===== src/rtl/core/pckb_pkg.sv =====
// Shared widths, command codes and fixed codes of the keyboard scancode link.
package pckb_pkg;

    localparam int CMD_W   = 2;
    localparam int CODE_W  = 8;
    localparam int LEFT_W  = 5;
    localparam int TIMER_W = 8;

    // Item commands.
    localparam logic [CMD_W-1:0] CMD_CTRL = 2'd0;
    localparam logic [CMD_W-1:0] CMD_KEY  = 2'd1;
    localparam logic [CMD_W-1:0] CMD_TICK = 2'd2;

    // Fixed codes and values.
    localparam logic [TIMER_W-1:0] TIMER_FIRED     = 8'hFF;
    localparam logic [CODE_W-1:0]  SELF_TEST_CODE  = 8'hAA;
    localparam logic [TIMER_W-1:0] THRESHOLD_RESET = 8'd20;

endpackage


===== src/rtl/core/pckb_if.sv =====
// Valid/ready channel interfaces for input items and sent scancodes.
interface pckb_in_if
    import pckb_pkg::*;
();
    logic              valid;
    logic              ready;
    logic [CMD_W-1:0]  command;
    logic              enable_clear_line;
    logic              clock_low_line;
    logic [CODE_W-1:0] key_code;

    modport source (output valid, command, enable_clear_line, clock_low_line, key_code,
                    input ready);
    modport sink   (input valid, command, enable_clear_line, clock_low_line, key_code,
                    output ready);
endinterface

interface pckb_out_if
    import pckb_pkg::*;
();
    logic              valid;
    logic              ready;
    logic [CODE_W-1:0] scancode_out;
    logic [LEFT_W-1:0] codes_left;

    modport source (output valid, scancode_out, codes_left, input ready);
    modport sink   (input valid, scancode_out, codes_left, output ready);
endinterface


===== src/rtl/core/pckb_code_queue.sv =====
// Scancode storage with one write port and a registered head read with bypass.
module pckb_code_queue
    import pckb_pkg::*;
#(
    parameter int DEPTH = 16,
    parameter int AW    = 4
)
(
    input  logic              clk,
    input  logic              rst_n,
    input  logic              wr_en,
    input  logic [AW-1:0]     wr_addr,
    input  logic [CODE_W-1:0] wr_data,
    input  logic [AW-1:0]     rd_addr,
    output logic [CODE_W-1:0] rd_data
);

    logic [CODE_W-1:0] mem [DEPTH];
    logic [CODE_W-1:0] rd_mem_reg;
    logic [CODE_W-1:0] byp_data_reg;
    logic              byp_reg;

    // Storage write port.
    always_ff @(posedge clk)
    begin
        if (wr_en)
        begin
            mem[wr_addr] <= wr_data;
        end
    end

    // Registered read of the entry that will be at the head next cycle.
    always_ff @(posedge clk)
    begin
        rd_mem_reg   <= mem[rd_addr];
        byp_data_reg <= wr_data;
    end

    // A write to the same entry in the same cycle wins over the old contents.
    always_ff @(posedge clk or negedge rst_n)
    begin
        if (!rst_n)
        begin
            byp_reg <= 1'b0;
        end
        else
        begin
            byp_reg <= wr_en && (wr_addr == rd_addr);
        end
    end

    assign rd_data = byp_reg ? byp_data_reg : rd_mem_reg;

endmodule


===== src/rtl/core/pc_keyboard_scancode_link.sv =====
// Top level of the keyboard side of the XT keyboard link.
//
//  Channel   Direction  Payload
//  items     in         command, enable_clear_line, clock_low_line, key_code
//  results   out        scancode_out, codes_left
//  cfg       in         cfg_wr_data (reset_threshold_ms), written when cfg_wr_en is high
//
// An item is taken into an input register, processed from it when the result register
// can advance, and any sent scancode lands in the result register; one item is accepted
// per cycle unless it stalls. Sent scancodes are offered from the result register.
// The head scancode is read from storage at the next head address, with a write bypass.
// Reset sets enable-clear low and the clock level to 1, and clears the timer,
// the queue pointers and both stage valids; the threshold returns to 20.
// A stalled result register holds the input stage; items are refused only then.
module pc_keyboard_scancode_link
    import pckb_pkg::*;
#(
    parameter int QUEUE_DEPTH = 16
)
(
    input  logic                clk,
    input  logic                rst_n,
    pckb_in_if.sink             items,
    pckb_out_if.source          results,
    input  logic                cfg_wr_en,
    input  logic [TIMER_W-1:0]  cfg_wr_data
);

    localparam int AW = (QUEUE_DEPTH > 1) ? $clog2(QUEUE_DEPTH) : 1;
    localparam int CW = $clog2(QUEUE_DEPTH + 1);
    localparam int SW = CW + 1;

    // Configuration register.
    logic [TIMER_W-1:0] threshold_reg;

    always_ff @(posedge clk or negedge rst_n)
    begin
        if (!rst_n)
        begin
            threshold_reg <= THRESHOLD_RESET;
        end
        else if (cfg_wr_en)
        begin
            threshold_reg <= cfg_wr_data;
        end
    end

    // Input register stage.
    logic              s1_valid_reg;
    logic [CMD_W-1:0]  s1_cmd_reg;
    logic              s1_ec_reg;
    logic              s1_cl_reg;
    logic [CODE_W-1:0] s1_key_reg;
    logic              advance;
    logic              in_xfer;

    assign advance     = !results.valid || results.ready;
    assign items.ready = !s1_valid_reg || advance;
    assign in_xfer     = items.valid && items.ready;

    always_ff @(posedge clk or negedge rst_n)
    begin
        if (!rst_n)
        begin
            s1_valid_reg <= 1'b0;
        end
        else if (in_xfer)
        begin
            s1_valid_reg <= 1'b1;
        end
        else if (advance)
        begin
            s1_valid_reg <= 1'b0;
        end
    end

    always_ff @(posedge clk)
    begin
        if (in_xfer)
        begin
            s1_cmd_reg <= items.command;
            s1_ec_reg  <= items.enable_clear_line;
            s1_cl_reg  <= items.clock_low_line;
            s1_key_reg <= items.key_code;
        end
    end

    // Link state.
    logic               ec_reg, ec_next;
    logic               cl_reg, cl_next;
    logic               ack_reg, ack_next;
    logic [TIMER_W-1:0] low_reg, low_next;
    logic [AW-1:0]      head_reg, head_next;
    logic [CW-1:0]      count_reg, count_next;

    // Queue storage signals.
    logic              wr_en;
    logic [AW-1:0]     wr_addr;
    logic [CODE_W-1:0] wr_data;
    logic [CODE_W-1:0] head_code;

    // Result stage signals.
    logic              res_valid;
    logic [CODE_W-1:0] res_code;
    logic [LEFT_W-1:0] res_left;
    logic              out_valid_reg;
    logic [CODE_W-1:0] out_code_reg;
    logic [LEFT_W-1:0] out_left_reg;

    logic               proc;
    logic [SW-1:0]      tail_sum;
    logic [SW-1:0]      tail_wrap;
    logic [AW-1:0]      head_inc;
    logic [TIMER_W-1:0] low_inc;

    assign proc = s1_valid_reg && advance;

    // Tail slot and head step, each with a single wrap correction.
    assign tail_sum  = SW'(head_reg) + SW'(count_reg);
    assign tail_wrap = (tail_sum >= SW'(QUEUE_DEPTH)) ? tail_sum - SW'(QUEUE_DEPTH) : tail_sum;
    assign head_inc  = (head_reg == AW'(QUEUE_DEPTH - 1)) ? '0 : head_reg + 1'b1;
    assign low_inc   = low_reg + 1'b1;

    // Per-item state update and send decision.
    always_comb
    begin
        ec_next    = ec_reg;
        cl_next    = cl_reg;
        ack_next   = ack_reg;
        low_next   = low_reg;
        head_next  = head_reg;
        count_next = count_reg;
        wr_en      = 1'b0;
        wr_addr    = AW'(tail_wrap);
        wr_data    = s1_key_reg;
        res_valid  = 1'b0;
        res_code   = head_code;
        res_left   = LEFT_W'(count_reg - 1'b1);
        if (proc)
        begin
            case (s1_cmd_reg)
                CMD_CTRL:
                begin
                    ec_next = s1_ec_reg;
                    cl_next = s1_cl_reg;
                    // Falling enable/clear with the clock released acknowledges a send.
                    if (ec_reg && !s1_ec_reg && s1_cl_reg)
                    begin
                        ack_next = 1'b0;
                    end
                    // Falling clock line restarts the low-time count.
                    if (cl_reg && !s1_cl_reg)
                    begin
                        low_next = '0;
                    end
                end
                CMD_KEY:
                begin
                    if (count_reg < CW'(QUEUE_DEPTH))
                    begin
                        wr_en      = 1'b1;
                        count_next = count_reg + 1'b1;
                    end
                end
                CMD_TICK:
                begin
                    if (!cl_reg)
                    begin
                        if (low_reg != TIMER_FIRED)
                        begin
                            if (low_inc < threshold_reg)
                            begin
                                low_next = low_inc;
                            end
                            else
                            begin
                                // Keyboard reset: empty the queue and queue the self-test code.
                                low_next   = TIMER_FIRED;
                                ack_next   = 1'b0;
                                head_next  = '0;
                                count_next = CW'(1);
                                wr_en      = 1'b1;
                                wr_addr    = '0;
                                wr_data    = SELF_TEST_CODE;
                            end
                        end
                    end
                    else if (!ec_reg && !ack_reg && (count_reg != '0))
                    begin
                        res_valid  = 1'b1;
                        head_next  = head_inc;
                        count_next = count_reg - 1'b1;
                        ack_next   = 1'b1;
                    end
                end
                default:
                begin
                end
            endcase
        end
    end

    always_ff @(posedge clk or negedge rst_n)
    begin
        if (!rst_n)
        begin
            ec_reg    <= 1'b0;
            cl_reg    <= 1'b1;
            ack_reg   <= 1'b0;
            low_reg   <= '0;
            head_reg  <= '0;
            count_reg <= '0;
        end
        else
        begin
            ec_reg    <= ec_next;
            cl_reg    <= cl_next;
            ack_reg   <= ack_next;
            low_reg   <= low_next;
            head_reg  <= head_next;
            count_reg <= count_next;
        end
    end

    // Scancode storage.
    pckb_code_queue #(
        .DEPTH (QUEUE_DEPTH),
        .AW    (AW)
    ) u_queue (
        .clk     (clk),
        .rst_n   (rst_n),
        .wr_en   (wr_en),
        .wr_addr (wr_addr),
        .wr_data (wr_data),
        .rd_addr (head_next),
        .rd_data (head_code)
    );

    // Result register.
    always_ff @(posedge clk or negedge rst_n)
    begin
        if (!rst_n)
        begin
            out_valid_reg <= 1'b0;
        end
        else if (advance)
        begin
            out_valid_reg <= res_valid;
        end
    end

    always_ff @(posedge clk)
    begin
        if (advance && res_valid)
        begin
            out_code_reg <= res_code;
            out_left_reg <= res_left;
        end
    end

    assign results.valid        = out_valid_reg;
    assign results.scancode_out = out_code_reg;
    assign results.codes_left   = out_left_reg;

endmodule


===== src/flat_wrapper.sv =====
// flat-port wrapper written by rule: the top's interface ports become plain ports
module pc_keyboard_scancode_link_flat import pckb_pkg::*;
#(
    parameter int QUEUE_DEPTH = 16
)
  (clk, rst_n, cfg_wr_en, cfg_wr_data, items_valid, items_command, items_enable_clear_line, items_clock_low_line, items_key_code, items_ready, results_valid, results_scancode_out, results_codes_left, results_ready);
  pckb_in_if items_i ();
  pckb_out_if results_i ();
  input  logic clk;
  input  logic rst_n;
  input  logic cfg_wr_en;
  input  logic [TIMER_W-1:0] cfg_wr_data;
  input wire logic [$bits(items_i.valid)-1:0] items_valid;
  input wire logic [$bits(items_i.command)-1:0] items_command;
  input wire logic [$bits(items_i.enable_clear_line)-1:0] items_enable_clear_line;
  input wire logic [$bits(items_i.clock_low_line)-1:0] items_clock_low_line;
  input wire logic [$bits(items_i.key_code)-1:0] items_key_code;
  output wire logic [$bits(items_i.ready)-1:0] items_ready;
  output wire logic [$bits(results_i.valid)-1:0] results_valid;
  output wire logic [$bits(results_i.scancode_out)-1:0] results_scancode_out;
  output wire logic [$bits(results_i.codes_left)-1:0] results_codes_left;
  input wire logic [$bits(results_i.ready)-1:0] results_ready;
  assign items_i.valid = items_valid;
  assign items_i.command = items_command;
  assign items_i.enable_clear_line = items_enable_clear_line;
  assign items_i.clock_low_line = items_clock_low_line;
  assign items_i.key_code = items_key_code;
  assign items_ready = items_i.ready;
  assign results_valid = results_i.valid;
  assign results_scancode_out = results_i.scancode_out;
  assign results_codes_left = results_i.codes_left;
  assign results_i.ready = results_ready;
  pc_keyboard_scancode_link #(.QUEUE_DEPTH(QUEUE_DEPTH)) u_core (.clk(clk), .rst_n(rst_n), .items(items_i), .results(results_i), .cfg_wr_en(cfg_wr_en), .cfg_wr_data(cfg_wr_data));
endmodule

===== config.mk =====
export PLATFORM = sky130hd
export DESIGN_NAME = pc_keyboard_scancode_link_flat
export DESIGN_NICKNAME = d
export VERILOG_FILES = /design/src/rtl/core/pckb_pkg.sv /design/src/rtl/core/pckb_if.sv /design/src/rtl/core/pckb_code_queue.sv /design/src/rtl/core/pc_keyboard_scancode_link.sv /design/src/flat_wrapper.sv
export SDC_FILE = /design/constraint.sdc
export NUM_CORES = 1
export LEC_CHECK = 0
export ABC_AREA = 1
export BUFFER_PORTS_ARGS = -buffer_cell sky130_fd_sc_hd__buf_2
export CORE_MARGIN = 2
export CORE_UTILIZATION = 55
export CTS_CLUSTER_DIAMETER = 80
export DETAILED_ROUTE_END_ITERATION = 8
export PLACE_DENSITY = 0.79
export SETUP_SLACK_MARGIN = 0.02
export SLEW_MARGIN = 20
export SYNTH_ARGS = -nofsm -noshare
export SYNTH_HDL_FRONTEND = slang
export SYNTH_SLANG_ARGS = --single-unit

===== constraint.sdc =====
create_clock -name clk -period 3.3 [get_ports clk]
set_clock_uncertainty 0.05 [all_clocks]
set_input_delay 0.33 -clock clk [delete_from_list [all_inputs] [get_ports clk]]
set_output_delay 0.33 -clock clk [all_outputs]
set_load 0.1 [all_outputs]

**After elaboration in Yosys (flattened, before gate mapping)**

Memory sizes are Yosys's and may differ from the RTL's. A register that Yosys moved wholly into a read port is not among the register bits.
Cells that the tools add are included.

- $lt $le $gt $ge: 3
- Multiplexer cells: 50
- Add/sub/neg operators: 6
- Reductions and logical operators: 26
- Equal/unequal tests: 13

Operators with widths:

| cell | number |
|---|---|
| two-way mux 8 bit | 10 |
| two-way mux 4 bit | 13 |
| two-way mux 5 bit | 5 |
| two-way mux 1 bit | 18 |
| case mux 8 bit (2 select lines) | 1 |
| AND reduction 6 bit | 2 |
| case mux 5 bit (2 select lines) | 1 |
| logical AND 1 bit | 9 |
| adder 8 x 1 -> 8 bit, second input constant | 1 |
| < comparator 8 bit | 1 |
| != test 2 x 1 -> 1 bit, second input constant | 4 |
| != test 8 bit, second input constant | 1 |
| adder 4 x 5 -> 6 bit | 1 |
| greater-or-equal comparator 6 x 5 -> 1 bit, second input constant | 1 |
| logical NOT 1 bit | 6 |
| nonzero test 2 bit | 3 |
| adder 5 x 1 -> 5 bit, second input constant | 1 |
| < comparator 5 bit, second input constant | 1 |
| AND reduction 5 bit | 1 |
| nonzero test 5 bit | 1 |
| subtractor 5 x 1 -> 5 bit, second input constant | 1 |
| adder 4 x 1 -> 4 bit, second input constant | 1 |
| equality test 4 bit | 1 |
| equality test 4 bit, second input constant | 1 |
| 11 further kinds | 13 |

- Bits in registers: 64
- Memories: 1
- Input bits: 25
- Word-level logic and storage cells: 116
- Output and inout port bits: 15
- RAM bits: 128

Memory list:

| memory | words | bits a word | read ports | clocked after Yosys merged registers in | wr ports | line | source |
|---|---|---|---|---|---|---|---|
| u_core.u_queue.mem | 16 | 8 | 1 | 1 | 1 | pckb_code_queue.sv:18 | `logic [CODE_W-1:0] mem [DEPTH];` |

**Logic depth before layout (Yosys ltp)**

- Word-level depth: 10
- Depth in mapped cells: 20
- Gate-level depth less buffers: 19

**By module**

A second synthesis with hierarchy kept.

- Cell total of the unflattened synthesis: 903
- Area total of the unflattened synthesis: 9096.2 um2

Modules (own cells, without submodules):

| module | area an instance (um2) | instances | cells each | seq. area each (um2) |
|---|---|---|---|---|
| pckb_code_queue | 6075.8 | 1 | 578 | 4189.0 |
| pc_keyboard_scancode_link | 3020.4 | 1 | 325 | 1505.2 |

**Least setup slack after synthesis**

OpenSTA, ideal clock, no wires.

- Path type: reg-to-reg
- Start point: register u_core.low_reg[2]
- End point: memory u_core.u_queue.mem[4][0], enable pin
- Path slack: -0.050 ns
- Setup time: 0.370 ns
- Required time: 2.880 ns
- Data arrival time: 2.930 ns
- Clock period less this slack: 3.350 ns
- Stages on the path, launching flop included: 16
- Path buffers: 1
- Cells stage by stage: dfrtp_1 > inv_1 > nor3_1 > nand4_1 > nor2_1 > xor2_1 > inv_1 > ha_1 > nand2_1 > o21a_1 > nand2_1 > buf_2 > nand4_1 > a21oi_1 > nand3_1 > nor2_1

- Word-level cells in the longest chain between the ends: 9
- Elaborated cells between the ends (all ways): 15
- Those cells by class: add/sub (1); order compare (1); eq/ne (1); mux (12)

Ends and longest elaborated chain:

| item | line | source |
|---|---|---|
| start, declared | pc_keyboard_scancode_link.sv:92 | `logic [TIMER_W-1:0] low_reg, low_next;` |
| start signal, assigned | pc_keyboard_scancode_link.sv:219 | `low_reg <= low_next;` |
| adder 8 x 1 -> 8 bit | pc_keyboard_scancode_link.sv:122 | `assign low_inc = low_reg + 1'b1;` |
| < comparator 8 bit | pc_keyboard_scancode_link.sv:171 | `if (low_inc < threshold_reg)` |
| two-way mux 1 bit | pc_keyboard_scancode_link.sv:171 |  |
| two-way mux 1 bit | pc_keyboard_scancode_link.sv:169 | `if (low_reg != TIMER_FIRED)` |
| two-way mux 1 bit | pc_keyboard_scancode_link.sv:167 | `if (!cl_reg)` |
| case mux 1 bit (2 select lines) | pc_keyboard_scancode_link.sv:141 | `case (s1_cmd_reg)` |
| two-way mux 1 bit | pc_keyboard_scancode_link.sv:139 | `if (proc)` |
| two-way mux 1 bit | pckb_code_queue.sv:26 | `if (wr_en)` |
| two-way mux 1 bit (implied by the code) | pckb_code_queue.sv:28 | `mem[wr_addr] <= wr_data;` |
| end, declared | pckb_code_queue.sv:18 |  |

Several ways; a longest one is shown, not always the timed one.

**Final worst setup path**

- Start point: register u_core.low_reg[1]
- End point: memory u_core.u_queue.mem[9][6], enable pin

Same word-level chain as after synthesis.

==> implementation parameters <==
Parameter                              Value

Run status
  Run status    complete, but fails checks
  Violated checks    negative setup slack

Setup path
  Max FO, Critical Path    8
  Category of the worst setup path capture point    flip-flop
  Critical path type    reg2reg
  Delay-heaviest family, CP    simple AND/OR/NAND/NOR gates
  CP Cell Sequence    inv_2, nor3_2, buf_4, nand4_1, nor2_1, xor2_1, inv_2, ha_4, a21oi_1, o21a_1, nand2_2, nand4_4, buf_4, clkbuf_16, nand3_2, nor2_1, buf_6
  Logic depth of the worst register-to-register path    17
  Number of logic stages on the critical path including buffering    17
  CP max stage delay    0.37 ns
  Slowest library cell on the worst path    sky130_fd_sc_hd__dfrtp_1
  Required time of the worst setup path    3.41 ns
  Crit path buffers/inverters    6
  CP arrival    3.42 ns
  CP startpoint kind    flip-flop

Power
  Leakage dissipation    4.59 nW
  Post-layout power    8.91 mW
  Worst ir drop on vdd    0.443 mV
  Net switching power    3.62 mW
  Power per cell area    816 nW/um^2
  Fraction of power spent switching nets    0.407
  Relative contribution of the clock network to total power    0.235
  Power share of the combinational group    0.412
  Seq pwr share    0.353
  Int Pwr    5.29 mW

Synthesis
  Count of different cell masters after synthesis    39
  Summed instance area of the synthesized netlist    9160 sq um
  Complex-gate fraction of the synthesized area    0.0314
  Count of synthesis-stage warnings from yosys    0
  Seq cells post-synth    200
  Most used DFF post-synth    sky130_fd_sc_hd__edfxtp_1
  Simple-gate area share of the yosys netlist    0.222
  Dominant combinational cell family by area after synthesis    simple AND/OR/NAND/NOR gates
  Post-synthesis adder-cell area fraction    0.0254
  Cells after synthesis    867
  Average cell area after synthesis    10.6 sq um
  Seq/Total Area, Yosys    0.622
  Nets in the synthesized netlist    910
  Proportion of register bits with asynchronous set or reset after synthesis    0.155
  XOR/XNOR Fraction of Synth Area    0.0115
  Mux contribution to synthesized area    0.0111
  Number of enable-type register cells in the synthesized netlist    153

CTS
  Number of levels in the clock H-tree    4
  Clock transition at the registers of the reported paths    0.07 ns
  CTS root buf    sky130_fd_sc_hd__clkbuf_16
  Clock insertion delay at the later pin of the skew report    0.45 ns
  Number of sinks driven by the clock tree    200
  Clock Path Buffers    2
  CTS tree    done
  Number of buffers created by CTS    17

Timing
  Headroom to the max-slew limit    0.511
  Final hold viol count    0
  Worst slack on hold paths    0.0159 ns
  Final count of pins violating max slew    0
  Transition time at the pin with the least slew margin    0.734 ns
  Fmax    302 MHz
  Min Tclk post-route    3.31 ns
  Share of the clock period used by the worst path after layout    1.00
  Final worst setup slack    -0.00612 ns
  Final setup violation count    5
  RSZ-0062 raised after global routing    yes

GRT
  Largest net degree at the start of global routing    49
  Initial antenna violation count    1
  Wire length of the first global-routing pass    31900 um
  Number of global-route vias before repair    6207
  Global-route usage over all layers    0.237
  Residual overflow from global routing    0

Cells and area
  Max FFs per register    128
  Diode count    0
  Share of final-layout standard cells stronger than drive strength 1    0.207
  Fin area    10900 sq um
  Nets    995
  Synthesis-to-layout area growth    19.2%
  Filler Cells Inserted    1064
  Register with the most flip-flops    u_core.u_queue.mem

Detailed routing
  DRC errors left    0
  Routed length per instance    19.0 um
  Total iterations of the first detailed-routing run    7
  Via Count    6827
  Overall routed net length    22600 um
  Antenna Violating Nets Remaining    0
  Mean number of vias per cell    5.76
  Violation count after the first detailed-routing iteration    889

Floorplanning
  IO Pins    40
  Total Die Area    17700 sq um
  Die height    133 um
  Horizontal die dimension    133 um
  Starting density of the core    0.558
  Core Region    16400 sq um
  Row Count    47

Placed design
  Detailed Place HPWL    12800 um
  Gpl congestion    0.847
  Instance area after placement    9680 sq um
  Setup slack after placement    -0.0657 ns
  I/O Buffers    39

Worst hold path
  Count of cells along the worst hold path    1
  Hold/Removal Path Class    in2reg

Run
  Maximum capacitance violations    0
[placed cells by master, fill, tap and decap left out, drive strengths merged, types with 7 or more instances in the layout]
cell and instances:
nor2 102, mux2 9, xor2 7, dfrtp 28
a21oi 11, nand3b 40, dlygate4sd3 10, buf 89
clkbuf 22, nand2 149, inv 121, nand3 121
edfxtp 153, ha 17, o21ai 22, o22ai 10
dfxtp 16
[synth_stat cells, types with 2 or more instances]
cell type | count | area (sq um)
sky130_fd_sc_hd__dfstp_2 | 3 | 78.8
sky130_fd_sc_hd__or2_2 | 4 | 25.0
sky130_fd_sc_hd__edfxtp_1 | 153 | 4590
sky130_fd_sc_hd__buf_2 | 19 | 95.1
sky130_fd_sc_hd__xor2_1 | 7 | 61.3
sky130_fd_sc_hd__nand2_4 | 2 | 22.5
sky130_fd_sc_hd__a21oi_1 | 11 | 55.1
sky130_fd_sc_hd__mux2_2 | 9 | 101
sky130_fd_sc_hd__inv_1 | 110 | 413
sky130_fd_sc_hd__ha_1 | 17 | 213
sky130_fd_sc_hd__clkbuf_1 | 3 | 11.3
sky130_fd_sc_hd__nor2_8 | 2 | 40.0
sky130_fd_sc_hd__inv_4 | 3 | 18.8
sky130_fd_sc_hd__nand2_1 | 142 | 533
sky130_fd_sc_hd__dfxtp_1 | 16 | 320
sky130_fd_sc_hd__nand4_1 | 5 | 31.3
sky130_fd_sc_hd__inv_2 | 5 | 18.8
sky130_fd_sc_hd__nand3b_1 | 40 | 300
sky130_fd_sc_hd__nand3_1 | 119 | 596
sky130_fd_sc_hd__o21ai_1 | 2 | 10.0
sky130_fd_sc_hd__xnor2_1 | 5 | 43.8
sky130_fd_sc_hd__buf_6 | 11 | 124
sky130_fd_sc_hd__buf_4 | 4 | 30.0
sky130_fd_sc_hd__o21ai_0 | 19 | 95.1
sky130_fd_sc_hd__nor3_1 | 5 | 25.0
sky130_fd_sc_hd__nand2_2 | 4 | 25.0
sky130_fd_sc_hd__dfrtp_1 | 28 | 701
sky130_fd_sc_hd__o22ai_1 | 10 | 62.6
sky130_fd_sc_hd__nor2_1 | 99 | 372
[metal layers]
metal	global-route usage	wire length [um]	part of all wire
met3	0.0429	2110	0.094
met4	0.0908	680	0.030
met5	0	0	0
met2	0.393	11200	0.50
met1	0.312	8580	0.38
[what timing repair did]
item	CTS	global route
hold buffers	10	0
gates cloned	0	4
setup buffers	4	11
hold endpoints to repair	37	0
resized for setup	9	60
endpoints found under the setup margin	202	261
pin swaps	0	11
[logic make-up after synthesis]
logic type,after synthesis
buffers and inverters,155
DFF,200
adders and majority gates,18
muxes,9
AOI/OAI and AO/OA,47
xor gates and xnor gates,12
and+or+nand+nor,426
[path summary, 6_finish.rpt]
check / from / endpoint / slack [ns]
worst max-delay path: u_core.low_reg[1] / u_core.u_queue.mem[9][6] / -0.006
worst min-delay path: items_key_code[2] / u_core.s1_key_reg[2] / 0.02
min in group asynchronous: rst_n / u_core.threshold_reg[7] / 0.45
worst max register to register: u_core.low_reg[1] / u_core.u_queue.mem[9][6] / -0.006
max in group asynchronous: rst_n / u_core.count_reg[3] / 2.28
worst min register to register: u_core.threshold_reg[2] / u_core.threshold_reg[2] / 0.46
[power by group through the flow]
stage	sequential (mW)	combinational, mW	clock, mW
after floorplan	3.17	2.23	0
after global placement	3.18	2.88	0
after detailed placement	3.19	2.95	0
after CTS	3.14	3.02	2.11
after global routing	3.16	3.94	2.20
final	3.14	3.67	2.10
[final cells by class]
type | instances | area (sq um) | share of cell area
flip-flops and latches | 200 | 5690 | 0.522
multi-input cells | 513 | 2950 | 0.270
repair buffers | 102 | 921 | 0.0843
inverters | 118 | 467 | 0.0427
clock buffers | 19 | 464 | 0.0425
well taps | 220 | 275 | 0.0252
clock inverters | 13 | 146 | 0.0134
[metrics by stage]
step / TNS (ns) / utilization / std cells
3_5_place_dp: -3.62 / 0.590 / 1124
4_1_cts: 0 / 0.639 / 1170
2_1_floorplan: -6.42 / - / 867
5_1_grt: -34.70 / 0.665 / 1185
6_report: -0.0211 / 0.665 / 1185
3_3_place_gp: 0 / 0.590 / 1124
Power figures use the tool's default switching activity.
